**config.mk**
```make
export PLATFORM = sky130hd
export DESIGN_NAME = multi_slot_timer_bank
export DESIGN_NICKNAME = d
export VERILOG_FILES = /design/src/design/msb_pkg.sv /design/src/design/multi_slot_timer_bank.sv /design/src/design/msb_count_ram.sv /design/src/design/msb_dec_unit.sv
export SDC_FILE = /design/constraint.sdc
export NUM_CORES = 1
export LEC_CHECK = 0
export BUFFER_PORTS_ARGS = -buffer_cell sky130_fd_sc_hd__buf_2
export CORE_MARGIN = 2
export CORE_UTILIZATION = 65
export CTS_BUF_LIST = sky130_fd_sc_hd__clkbuf_2
export CTS_CLUSTER_DIAMETER = 80
export DETAILED_ROUTE_END_ITERATION = 6
export GPL_ROUTABILITY_DRIVEN = 0
export PLACE_DENSITY = 0.82
export SLEW_MARGIN = 20
export SYNTH_ARGS = -nofsm -noshare
export SYNTH_HDL_FRONTEND = slang
export SYNTH_SLANG_ARGS = --single-unit
```
**constraint.sdc**
```tcl
create_clock -name clk -period 8.35 [get_ports clk]
set_input_delay 2.0875 -clock clk [delete_from_list [all_inputs] [get_ports clk]]
set_output_delay 2.0875 -clock clk [all_outputs]
set_load 0.01 [all_outputs]
```
**src/design/msb_pkg.sv**
```systemverilog
// ----------------------------------------------------------------------------
// msb_pkg - shared definitions for the multi-slot timer bank
// Field widths, default sizes, action and reply codes, slot modes and the
// sequencer state type.
// ----------------------------------------------------------------------------
package msb_pkg;

	localparam int NUM_SLOTS_DEF  = 16;
	localparam int COUNT_BITS_DEF = 32;
	localparam int SLOT_W         = 4;
	localparam int IN_CNT_W       = 32;
	localparam int MAX_FIRE       = 16;
	localparam int FIRE_CNT_W     = 5;

	typedef enum logic [1:0] {
		MODE_DONE   = 2'd0,
		MODE_ACTIVE = 2'd1,
		MODE_READY  = 2'd2,
		MODE_NONE   = 2'd3
	} mode_t;

	typedef enum logic [1:0] {
		ACT_CREATE  = 2'd0,
		ACT_TICK    = 2'd1,
		ACT_QUERY   = 2'd2,
		ACT_SERVICE = 2'd3
	} act_t;

	typedef enum logic [1:0] {
		KIND_CREATE  = 2'd0,
		KIND_TICK    = 2'd1,
		KIND_STATE   = 2'd2,
		KIND_SERVICE = 2'd3
	} kind_t;

	typedef enum logic [1:0] {
		ST_IDLE,
		ST_SWEEP,
		ST_REPLY,
		ST_FLUSH
	} state_t;

endpackage

```
**src/design/multi_slot_timer_bank.sv**
```systemverilog
// ----------------------------------------------------------------------------
// multi_slot_timer_bank - bank of periodic and one-shot timer slots
// Create, tick, query and service actions on a bank of timer slots; service
// emits one fire event per ready slot, at most MAX_FIRE, walked in slot order.
// ----------------------------------------------------------------------------
//
//  channel | handshake            | payload
//  --------+----------------------+--------------------------------------------
//  in      | in_valid / in_stall  | action slot rewrite load_count
//          |                      | reload_period start_mode
//  out     | out_valid / out_stall| reply_kind reply_slot slot_mode fired last
//
// Steps: create and query are accepted, then replied to. Tick and service
// are accepted, then sweep every slot through the single read port of the
// count store and the shared decrement unit, and end in one reply or flush
// step.
// Reset clears the registered flags and modes at once; counts and periods are
// only read for registered slots, so the store needs no clearing pass.
// A stalled output holds the reply; during service the sweep holds on a
// fire event while the output register is still occupied.
// ----------------------------------------------------------------------------
module multi_slot_timer_bank
	import msb_pkg::*;
#(
	parameter int NUM_SLOTS  = NUM_SLOTS_DEF,
	parameter int COUNT_BITS = COUNT_BITS_DEF
) (
	input  logic                clk,
	input  logic                arst_n,
	input  logic                in_valid,
	output logic                in_stall,
	input  logic [1:0]          action,
	input  logic [SLOT_W-1:0]   slot,
	input  logic                rewrite,
	input  logic [IN_CNT_W-1:0] load_count,
	input  logic [IN_CNT_W-1:0] reload_period,
	input  logic [1:0]          start_mode,
	output logic                out_valid,
	input  logic                out_stall,
	output logic [1:0]          reply_kind,
	output logic [SLOT_W-1:0]   reply_slot,
	output logic [1:0]          slot_mode,
	output logic                fired,
	output logic                last
);

	localparam int AW    = (NUM_SLOTS > 1) ? $clog2(NUM_SLOTS) : 1;
	localparam int IDX_W = $clog2(NUM_SLOTS + 1);
	localparam int DW    = 2 * COUNT_BITS;

	// sequencer
	state_t state_q, state_d;

	// latched item
	act_t                  act_q;
	logic [SLOT_W-1:0]     slot_q;
	logic                  rewrite_q;
	logic [COUNT_BITS-1:0] cnt_q;
	logic [COUNT_BITS-1:0] per_q;
	mode_t                 smode_q;

	// per-slot flags, cleared by reset
	logic  reg_q  [NUM_SLOTS];
	mode_t mode_q [NUM_SLOTS];

	// sweep pipeline: read address counter and slot being processed
	logic [IDX_W-1:0] idx_q;
	logic             p_vld_s1;
	logic [AW-1:0]    p_idx_s1;

	// held fire event, so the final one can carry last
	logic                  held_vld_q;
	logic [SLOT_W-1:0]     held_slot_q;
	mode_t                 held_mode_q;
	logic [FIRE_CNT_W-1:0] fire_cnt_q;

	// output register
	logic              out_valid_q;
	kind_t             out_kind_q;
	logic [SLOT_W-1:0] out_slot_q;
	mode_t             out_mode_q;
	logic              out_fired_q;
	logic              out_last_q;

	// store and shared unit
	logic                  ram_we, ram_re;
	logic [AW-1:0]         ram_wa;
	logic [DW-1:0]         ram_wd, ram_rd;
	logic [COUNT_BITS-1:0] rd_rem, rd_per, alu_in, alu_dec;
	logic                  alu_zero;

	// combinational controls
	logic              accept, out_free, advance;
	logic              emit, emit_fired, emit_last;
	kind_t             emit_kind;
	logic [SLOT_W-1:0] emit_slot;
	mode_t             emit_mode;
	logic              mode_we, reg_set;
	logic [AW-1:0]     mode_wa;
	mode_t             mode_wd;
	logic              fire_rec;
	mode_t             fire_mode;

	// reply lookup helpers
	logic          c_in_range, c_reg, c_load;
	logic [AW-1:0] c_addr;
	mode_t         c_mode;
	mode_t         p_mode;
	logic          p_reg, tick_hit, svc_hit, fire_ok;

	msb_count_ram #(
		.DEPTH(NUM_SLOTS),
		.DW   (DW)
	) u_ram (
		.clk    (clk),
		.wr_en  (ram_we),
		.wr_addr(ram_wa),
		.wr_data(ram_wd),
		.rd_en  (ram_re),
		.rd_addr(idx_q[AW-1:0]),
		.rd_data(ram_rd)
	);

	msb_dec_unit #(
		.WIDTH(COUNT_BITS)
	) u_dec (
		.operand(alu_in),
		.is_zero(alu_zero),
		.dec    (alu_dec)
	);

	assign rd_rem   = ram_rd[COUNT_BITS-1:0];
	assign rd_per   = ram_rd[DW-1:COUNT_BITS];
	// tick tests the count, service tests the period
	assign alu_in   = (act_q == ACT_TICK) ? rd_rem : rd_per;

	assign accept   = in_valid && !in_stall;
	assign out_free = !out_valid_q || !out_stall;

	// slot addressed by create or query
	assign c_in_range = (32'(slot_q) < NUM_SLOTS);
	assign c_addr     = AW'(slot_q);
	assign c_reg      = c_in_range && reg_q[c_addr];
	assign c_mode     = mode_q[c_addr];
	assign c_load     = c_in_range && (!c_reg || c_mode == MODE_DONE ||
		(c_mode == MODE_ACTIVE && rewrite_q));

	// slot under the sweep
	assign p_reg    = reg_q[p_idx_s1];
	assign p_mode   = mode_q[p_idx_s1];
	assign tick_hit = p_vld_s1 && p_reg && p_mode == MODE_ACTIVE && act_q == ACT_TICK;
	assign svc_hit  = p_vld_s1 && p_reg && p_mode == MODE_READY && act_q == ACT_SERVICE;
	assign fire_ok  = svc_hit && (fire_cnt_q < FIRE_CNT_W'(MAX_FIRE));

	always_ff @(posedge clk or negedge arst_n) begin
		if (!arst_n) begin
			state_q <= ST_IDLE;
		end else begin
			state_q <= state_d;
		end
	end

	always_comb begin
		state_d    = state_q;
		in_stall   = 1'b1;
		advance    = 1'b0;
		ram_we     = 1'b0;
		ram_re     = 1'b0;
		ram_wa     = p_idx_s1;
		ram_wd     = {rd_per, alu_dec};
		mode_we    = 1'b0;
		mode_wa    = p_idx_s1;
		mode_wd    = MODE_DONE;
		reg_set    = 1'b0;
		fire_rec   = 1'b0;
		fire_mode  = alu_zero ? MODE_DONE : MODE_ACTIVE;
		emit       = 1'b0;
		emit_kind  = KIND_SERVICE;
		emit_slot  = held_slot_q;
		emit_mode  = held_mode_q;
		emit_fired = 1'b1;
		emit_last  = 1'b0;
		case (state_q)
			ST_IDLE: begin
				in_stall = 1'b0;
				if (in_valid) begin
					if (action == ACT_TICK || action == ACT_SERVICE) begin
						state_d = ST_SWEEP;
					end else begin
						state_d = ST_REPLY;
					end
				end
			end
			ST_SWEEP: begin
				// hold when a new fire event must push the held one out
				advance = !(fire_ok && held_vld_q && !out_free);
				if (advance) begin
					ram_re = (idx_q != IDX_W'(NUM_SLOTS));
					if (tick_hit) begin
						if (alu_zero) begin
							mode_we = 1'b1;
							mode_wd = MODE_READY;
						end else begin
							ram_we = 1'b1;
						end
					end
					if (svc_hit) begin
						mode_we = 1'b1;
						mode_wd = fire_mode;
						ram_we  = !alu_zero;
						fire_rec = fire_ok;
						emit     = fire_ok && held_vld_q;
					end
					if (idx_q == IDX_W'(NUM_SLOTS) && !p_vld_s1) begin
						state_d = (act_q == ACT_TICK) ? ST_REPLY : ST_FLUSH;
					end
				end
			end
			ST_REPLY: begin
				if (out_free) begin
					emit       = 1'b1;
					emit_fired = 1'b0;
					emit_last  = 1'b1;
					emit_slot  = slot_q;
					state_d    = ST_IDLE;
					case (act_q)
						ACT_CREATE: begin
							emit_kind = KIND_CREATE;
							if (c_load) begin
								ram_we  = 1'b1;
								ram_wa  = c_addr;
								ram_wd  = {per_q, cnt_q};
								mode_we = 1'b1;
								mode_wa = c_addr;
								mode_wd = smode_q;
								reg_set = 1'b1;
								emit_mode = smode_q;
							end else begin
								emit_mode = c_reg ? c_mode : MODE_NONE;
							end
						end
						ACT_QUERY: begin
							emit_kind = KIND_STATE;
							emit_mode = c_reg ? c_mode : MODE_NONE;
						end
						default: begin
							emit_kind = KIND_TICK;
							emit_slot = '0;
							emit_mode = MODE_DONE;
						end
					endcase
				end
			end
			ST_FLUSH: begin
				if (out_free) begin
					emit      = 1'b1;
					emit_last = 1'b1;
					state_d   = ST_IDLE;
					if (!held_vld_q) begin
						// nothing fired: one empty service result
						emit_slot  = '0;
						emit_mode  = MODE_DONE;
						emit_fired = 1'b0;
					end
				end
			end
			default: begin
				state_d = ST_IDLE;
			end
		endcase
	end

	// latch the item
	always_ff @(posedge clk) begin
		if (accept) begin
			act_q     <= act_t'(action);
			slot_q    <= slot;
			rewrite_q <= rewrite;
			cnt_q     <= COUNT_BITS'(load_count);
			per_q     <= COUNT_BITS'(reload_period);
			smode_q   <= (start_mode == MODE_NONE) ? MODE_DONE : mode_t'(start_mode);
		end
	end

	// slot flags
	always_ff @(posedge clk or negedge arst_n) begin
		if (!arst_n) begin
			for (int i = 0; i < NUM_SLOTS; i++) begin
				reg_q[i]  <= 1'b0;
				mode_q[i] <= MODE_DONE;
			end
		end else begin
			if (mode_we) begin
				mode_q[mode_wa] <= mode_wd;
			end
			if (reg_set) begin
				reg_q[mode_wa] <= 1'b1;
			end
		end
	end

	// sweep counter and held fire event
	always_ff @(posedge clk or negedge arst_n) begin
		if (!arst_n) begin
			idx_q      <= '0;
			p_vld_s1   <= 1'b0;
			held_vld_q <= 1'b0;
			fire_cnt_q <= '0;
		end else begin
			if (accept) begin
				idx_q      <= '0;
				p_vld_s1   <= 1'b0;
				held_vld_q <= 1'b0;
				fire_cnt_q <= '0;
			end else if (state_q == ST_SWEEP && advance) begin
				if (idx_q != IDX_W'(NUM_SLOTS)) begin
					idx_q    <= idx_q + IDX_W'(1);
					p_vld_s1 <= 1'b1;
				end else begin
					p_vld_s1 <= 1'b0;
				end
				if (fire_rec) begin
					held_vld_q <= 1'b1;
					fire_cnt_q <= fire_cnt_q + FIRE_CNT_W'(1);
				end
			end
		end
	end

	always_ff @(posedge clk) begin
		if (state_q == ST_SWEEP && advance && idx_q != IDX_W'(NUM_SLOTS)) begin
			p_idx_s1 <= idx_q[AW-1:0];
		end
		if (fire_rec) begin
			held_slot_q <= SLOT_W'(p_idx_s1);
			held_mode_q <= fire_mode;
		end
	end

	// output register
	always_ff @(posedge clk or negedge arst_n) begin
		if (!arst_n) begin
			out_valid_q <= 1'b0;
		end else if (emit) begin
			out_valid_q <= 1'b1;
		end else if (!out_stall) begin
			out_valid_q <= 1'b0;
		end
	end

	always_ff @(posedge clk) begin
		if (emit) begin
			out_kind_q  <= emit_kind;
			out_slot_q  <= emit_slot;
			out_mode_q  <= emit_mode;
			out_fired_q <= emit_fired;
			out_last_q  <= emit_last;
		end
	end

	assign out_valid  = out_valid_q;
	assign reply_kind = out_kind_q;
	assign reply_slot = out_slot_q;
	assign slot_mode  = out_mode_q;
	assign fired      = out_fired_q;
	assign last       = out_last_q;

endmodule

```
**src/design/msb_count_ram.sv**
```systemverilog
// ----------------------------------------------------------------------------
// msb_count_ram - count and period store
// One write port, one read port with registered read data and read enable.
// ----------------------------------------------------------------------------
module msb_count_ram #(
	parameter int DEPTH = 16,
	parameter int DW    = 64
) (
	input  logic                                  clk,
	input  logic                                  wr_en,
	input  logic [(DEPTH > 1 ? $clog2(DEPTH) : 1)-1:0] wr_addr,
	input  logic [DW-1:0]                         wr_data,
	input  logic                                  rd_en,
	input  logic [(DEPTH > 1 ? $clog2(DEPTH) : 1)-1:0] rd_addr,
	output logic [DW-1:0]                         rd_data
);

	logic [DW-1:0] mem_q [DEPTH];
	logic [DW-1:0] rd_data_q;

	always_ff @(posedge clk) begin
		if (wr_en) begin
			mem_q[wr_addr] <= wr_data;
		end
		if (rd_en) begin
			rd_data_q <= mem_q[rd_addr];
		end
	end

	assign rd_data = rd_data_q;

endmodule

```
**src/design/msb_dec_unit.sv**
```systemverilog
// ----------------------------------------------------------------------------
// msb_dec_unit - shared zero test and decrement
// Tests one count for zero and forms the count less one.
// ----------------------------------------------------------------------------
module msb_dec_unit #(
	parameter int WIDTH = 32
) (
	input  logic [WIDTH-1:0] operand,
	output logic             is_zero,
	output logic [WIDTH-1:0] dec
);

	assign is_zero = (operand == '0);
	assign dec     = operand - WIDTH'(1);

endmodule
```
==> impl_metrics.py <==
metrics = {
    "run_status": {
        "status": "finished, final reports clean",
    },
    "pwr": {
        "pwr-share-comb": 0.210,
        "powerDensity_nw_per_um2": 284,
        "p_int_mw": 10.6,
        "switchingPower_mw": 4.59,
        "p_leak_nw": 17.8,
        "power_frac_seq": 0.545,
        "p_clk_frac": 0.245,
        "irDropWorstVdd_uv": 175,
        "sw_frac_of_total": 0.302,
    },
    "detailed_routing": {
        "drc_errors": 0,
        "num_vias": 25700,
        "first_iter_violations": 3592,
        "wirelength_um": 112000,
        "via_per_inst": 6.69,
        "firstDrtPassIters": 7,
        "drtAntennaViolNets": 0,
        "wl_per_cell_um": 29.2,
    },
    "sta": {
        "finalSetupViolCount": 0,
        "worst_pin_slew_ns": 1.16,
        "fin_worst_skew_ns": 0.187,
        "grt_setup_unrepaired": "false",
        "finalCriticalPeriod_ns": 5.39,
        "slew_violations": 0,
        "fin_ws_ns": 2.96,
        "clock.fmax_mhz": 185,
        "finalHoldViolCount": 0,
        "fin_crit_sh": 0.646,
        "worst_hold_slack_ns": 0.500,
        "relSlewSlack": 0.226,
    },
    "setup_path": {
        "crit_slowest_cell": "edfxtp_1",
        "critical_path_required_ns": 9.34,
        "path_cells": "mux4_2 -> a22oi_1 -> nand2_1 -> o21ai_1 -> and2_4 -> a41o_1 -> nand2_1 -> nor3_2 -> buf_4",
        "crit_arrival_ns": 6.38,
        "cp.buffers_inverters": 1,
        "crit_top_cell": "nand2_1",
        "cp-start-kind": "flop",
        "crit_type": "flop to flop",
        "cp_max_fo": 64,
        "setup.worst_path.start": "c_addr[0]$_DFFE_PP_",
        "critPathMaxStageDelay_ns": 0.92,
        "cp_top_family": "simple AND/OR/NAND/NOR gates",
        "r2r_start": "c_addr[0]$_DFFE_PP_",
        "end_kind": "flop",
    },
    "synth": {
        "synth_flop_cell": "edfxtp_1",
        "ys_ff_latch": 1243,
        "yosysWarnings": 0,
        "synth_edf_count": 1180,
        "post-synth-top-area-cell": "edfxtp_1",
        "synth_commonest_cells": "edfxtp_1, mux4_2, nand2_1",
        "synthArstFlopShare": 0.0507,
        "synthCells": 2330,
        "synth_area_um2": 49000,
        "netlist.area_leader.share": 0.723,
        "ys_seq_area_frac": 0.755,
        "synthDistinctLibCells": 58,
        "synth.area.top_cells": "edfxtp_1, mux4_2, dfrtp_1",
        "syn_area_per_cell_um2": 21.0,
        "yosysMostFrequentCell": "edfxtp_1",
        "synth_nets": 2416,
    },
    "global_routing": {
        "grtUsageTotal": 0.297,
        "grt_pass1_vias": 26500,
        "antenna_found_initial": 3,
        "overflow": 0,
        "grt_max_degree": 107,
        "grt_pass1_wl_um": 167000,
    },
    "floorplanning": {
        "die_y_um": 279,
        "die_w_um": 279,
        "io_pins": 89,
        "num_rows": 100,
        "design.core.area_um2": 74600,
        "start_util": 0.657,
        "dieArea_um2": 77600,
    },
    "clocking": {
        "clock_tree.htree_level_count": 5,
        "cts-root-buf": "clkbuf_2",
        "post_cts_buffers": 0,
        "hold_buffers": 0,
        "numCtsBuffers": 307,
        "clkTransAtPathRegs_ns": 0.09,
        "cts.sinks": 1243,
        "cts_tree": "built",
        "clock_latency_ns": 1.55,
        "clk_path_buf_depth": 4,
        "cts_resized": 0,
    },
    "finish": {
        "fin_nets": 2752,
        "multi_input_area_um2": 11600,
        "register_area_um2": 37000,
        "layout-drive-gt1-share": 0.355,
        "num-fill-cells": 4330,
        "syn_to_final_growth_pct": 9.17,
    },
    "worst_hold_path": {
        "min_from": "reg_q[14]$_DFFE_PN0P_",
        "holdCritPathClass": "flop to flop",
    },
    "place": {
        "io_buffers": 88,
        "dpl_worst_slack_ns": 2.40,
        "hpwl_um": 62800,
    },
    "flow_run": {
        "maxCapViolations": 0,
    },
}
sequential cells by signal, summed over array words and instances (netlist names), 5 cells and up:
signal,count
idx_q,5
cnt_q,32
mode_q,32
reg_q,16
u_ram.rd_data,64
per_q,32
fire_cnt_q,5
u_ram.mem_q,1024
path summary, 6_finish.rpt:
check | to | slack [ns] | cells past startpoint
max | u_ram.mem_q[0][15]$_DFFE_PP_ | 2.96 | 9
min | reg_q[14]$_DFFE_PN0P_ | 0.50 | 1
max reg2reg | u_ram.mem_q[0][15]$_DFFE_PP_ | 2.96 | 9
min reg2reg | reg_q[14]$_DFFE_PN0P_ | 0.50 | 1
max in group asynchronous | idx_q[0]$_DFFE_PN0P_ | 6.90 | 2
min in group asynchronous | mode_q[25]$_DFFE_PN0P_ | 0.79 | 2
worst register-to-register path: stages (launching register included):
cell and delay, ns:
edfxtp_1 0.92, mux4_2 0.62, a22oi_1 0.29, nand2_1 0.15, o21ai_1 0.46, and2_4 0.61, a41o_1 0.17, nand2_1 0.46
nor3_2 0.34, buf_4 0.92
routing by layer:
metal	vias up	GRT usage	share of wire
li1	10500	-	-
met1	13100	0.402	0.36
met2	1843	0.476	0.50
met3	288	0.0617	0.10
met4	0	0.139	0.039
met5	-	0	0
layout make-up:
class,instances,share of cell area
sequential,1243,0.692
tap,969,0.0227
clock buffer,431,0.0403
antenna,8,0.000374
timing repair buffer,145,0.0193
multi-input combinational,953,0.217
clock inverter,83,0.00697
inverter,16,0.00115
through the flow:
step	setup TNS [ns]	util	power [mW]	std cells	instance area (µm²)
after global routing	0	0.717	15.9	3847	53500
after global placement	0	0.681	11.4	3318	50800
after detailed placement	0	0.681	11.6	3318	50800
after CTS	0	0.715	15.2	3832	53300
final	0	0.717	15.2	3848	53500
after floorplan	-125.23	-	10.5	2330	49000
power by group through the flow:
stage,Clock [mW],Combinational [mW],Sequential (mW)
global placement,0,2.95,8.42
finish,3.73,3.19,8.29
global route,4.13,3.43,8.31
detailed placement,0,3.12,8.44
floorplan,0,2.32,8.15
CTS,3.81,3.12,8.30
cell usage in the layout (no fill, tap or decap), types with 9 or more instances in the layout:
cell type,count
mux2i_1,42
nor3_1,18
xor2_1,23
nor3_2,16
dfrtp_1,59
a21o_1,11
buf_12,11
ha_1,9
o21bai_1,10
mux2_2,38
nor2b_1,10
clkbuf_2,431
a21oi_1,27
nor2_1,81
o2111ai_1,16
xnor2_1,11
mux4_2,340
nand2_1,159
buf_2,88
nand3_1,17
buf_4,43
o21ai_0,22
inv_1,15
edfxtp_1,1180
clkinv_1,66
kinds of logic (layout without fill, tap and decap cells):
logic type	after synthesis	count (layout)	share of synthesized area
fa+ha+maj	9	9	0.00230
buf+inv	134	675	0.0110
compound gates	139	139	0.0196
other cells	0	8	0
xor+xnor	34	34	0.00608
flops	1243	1243	0.755
simple gates	351	351	0.0319
mux	420	420	0.174
No activity file was read; power rests on OpenSTA's default activity.
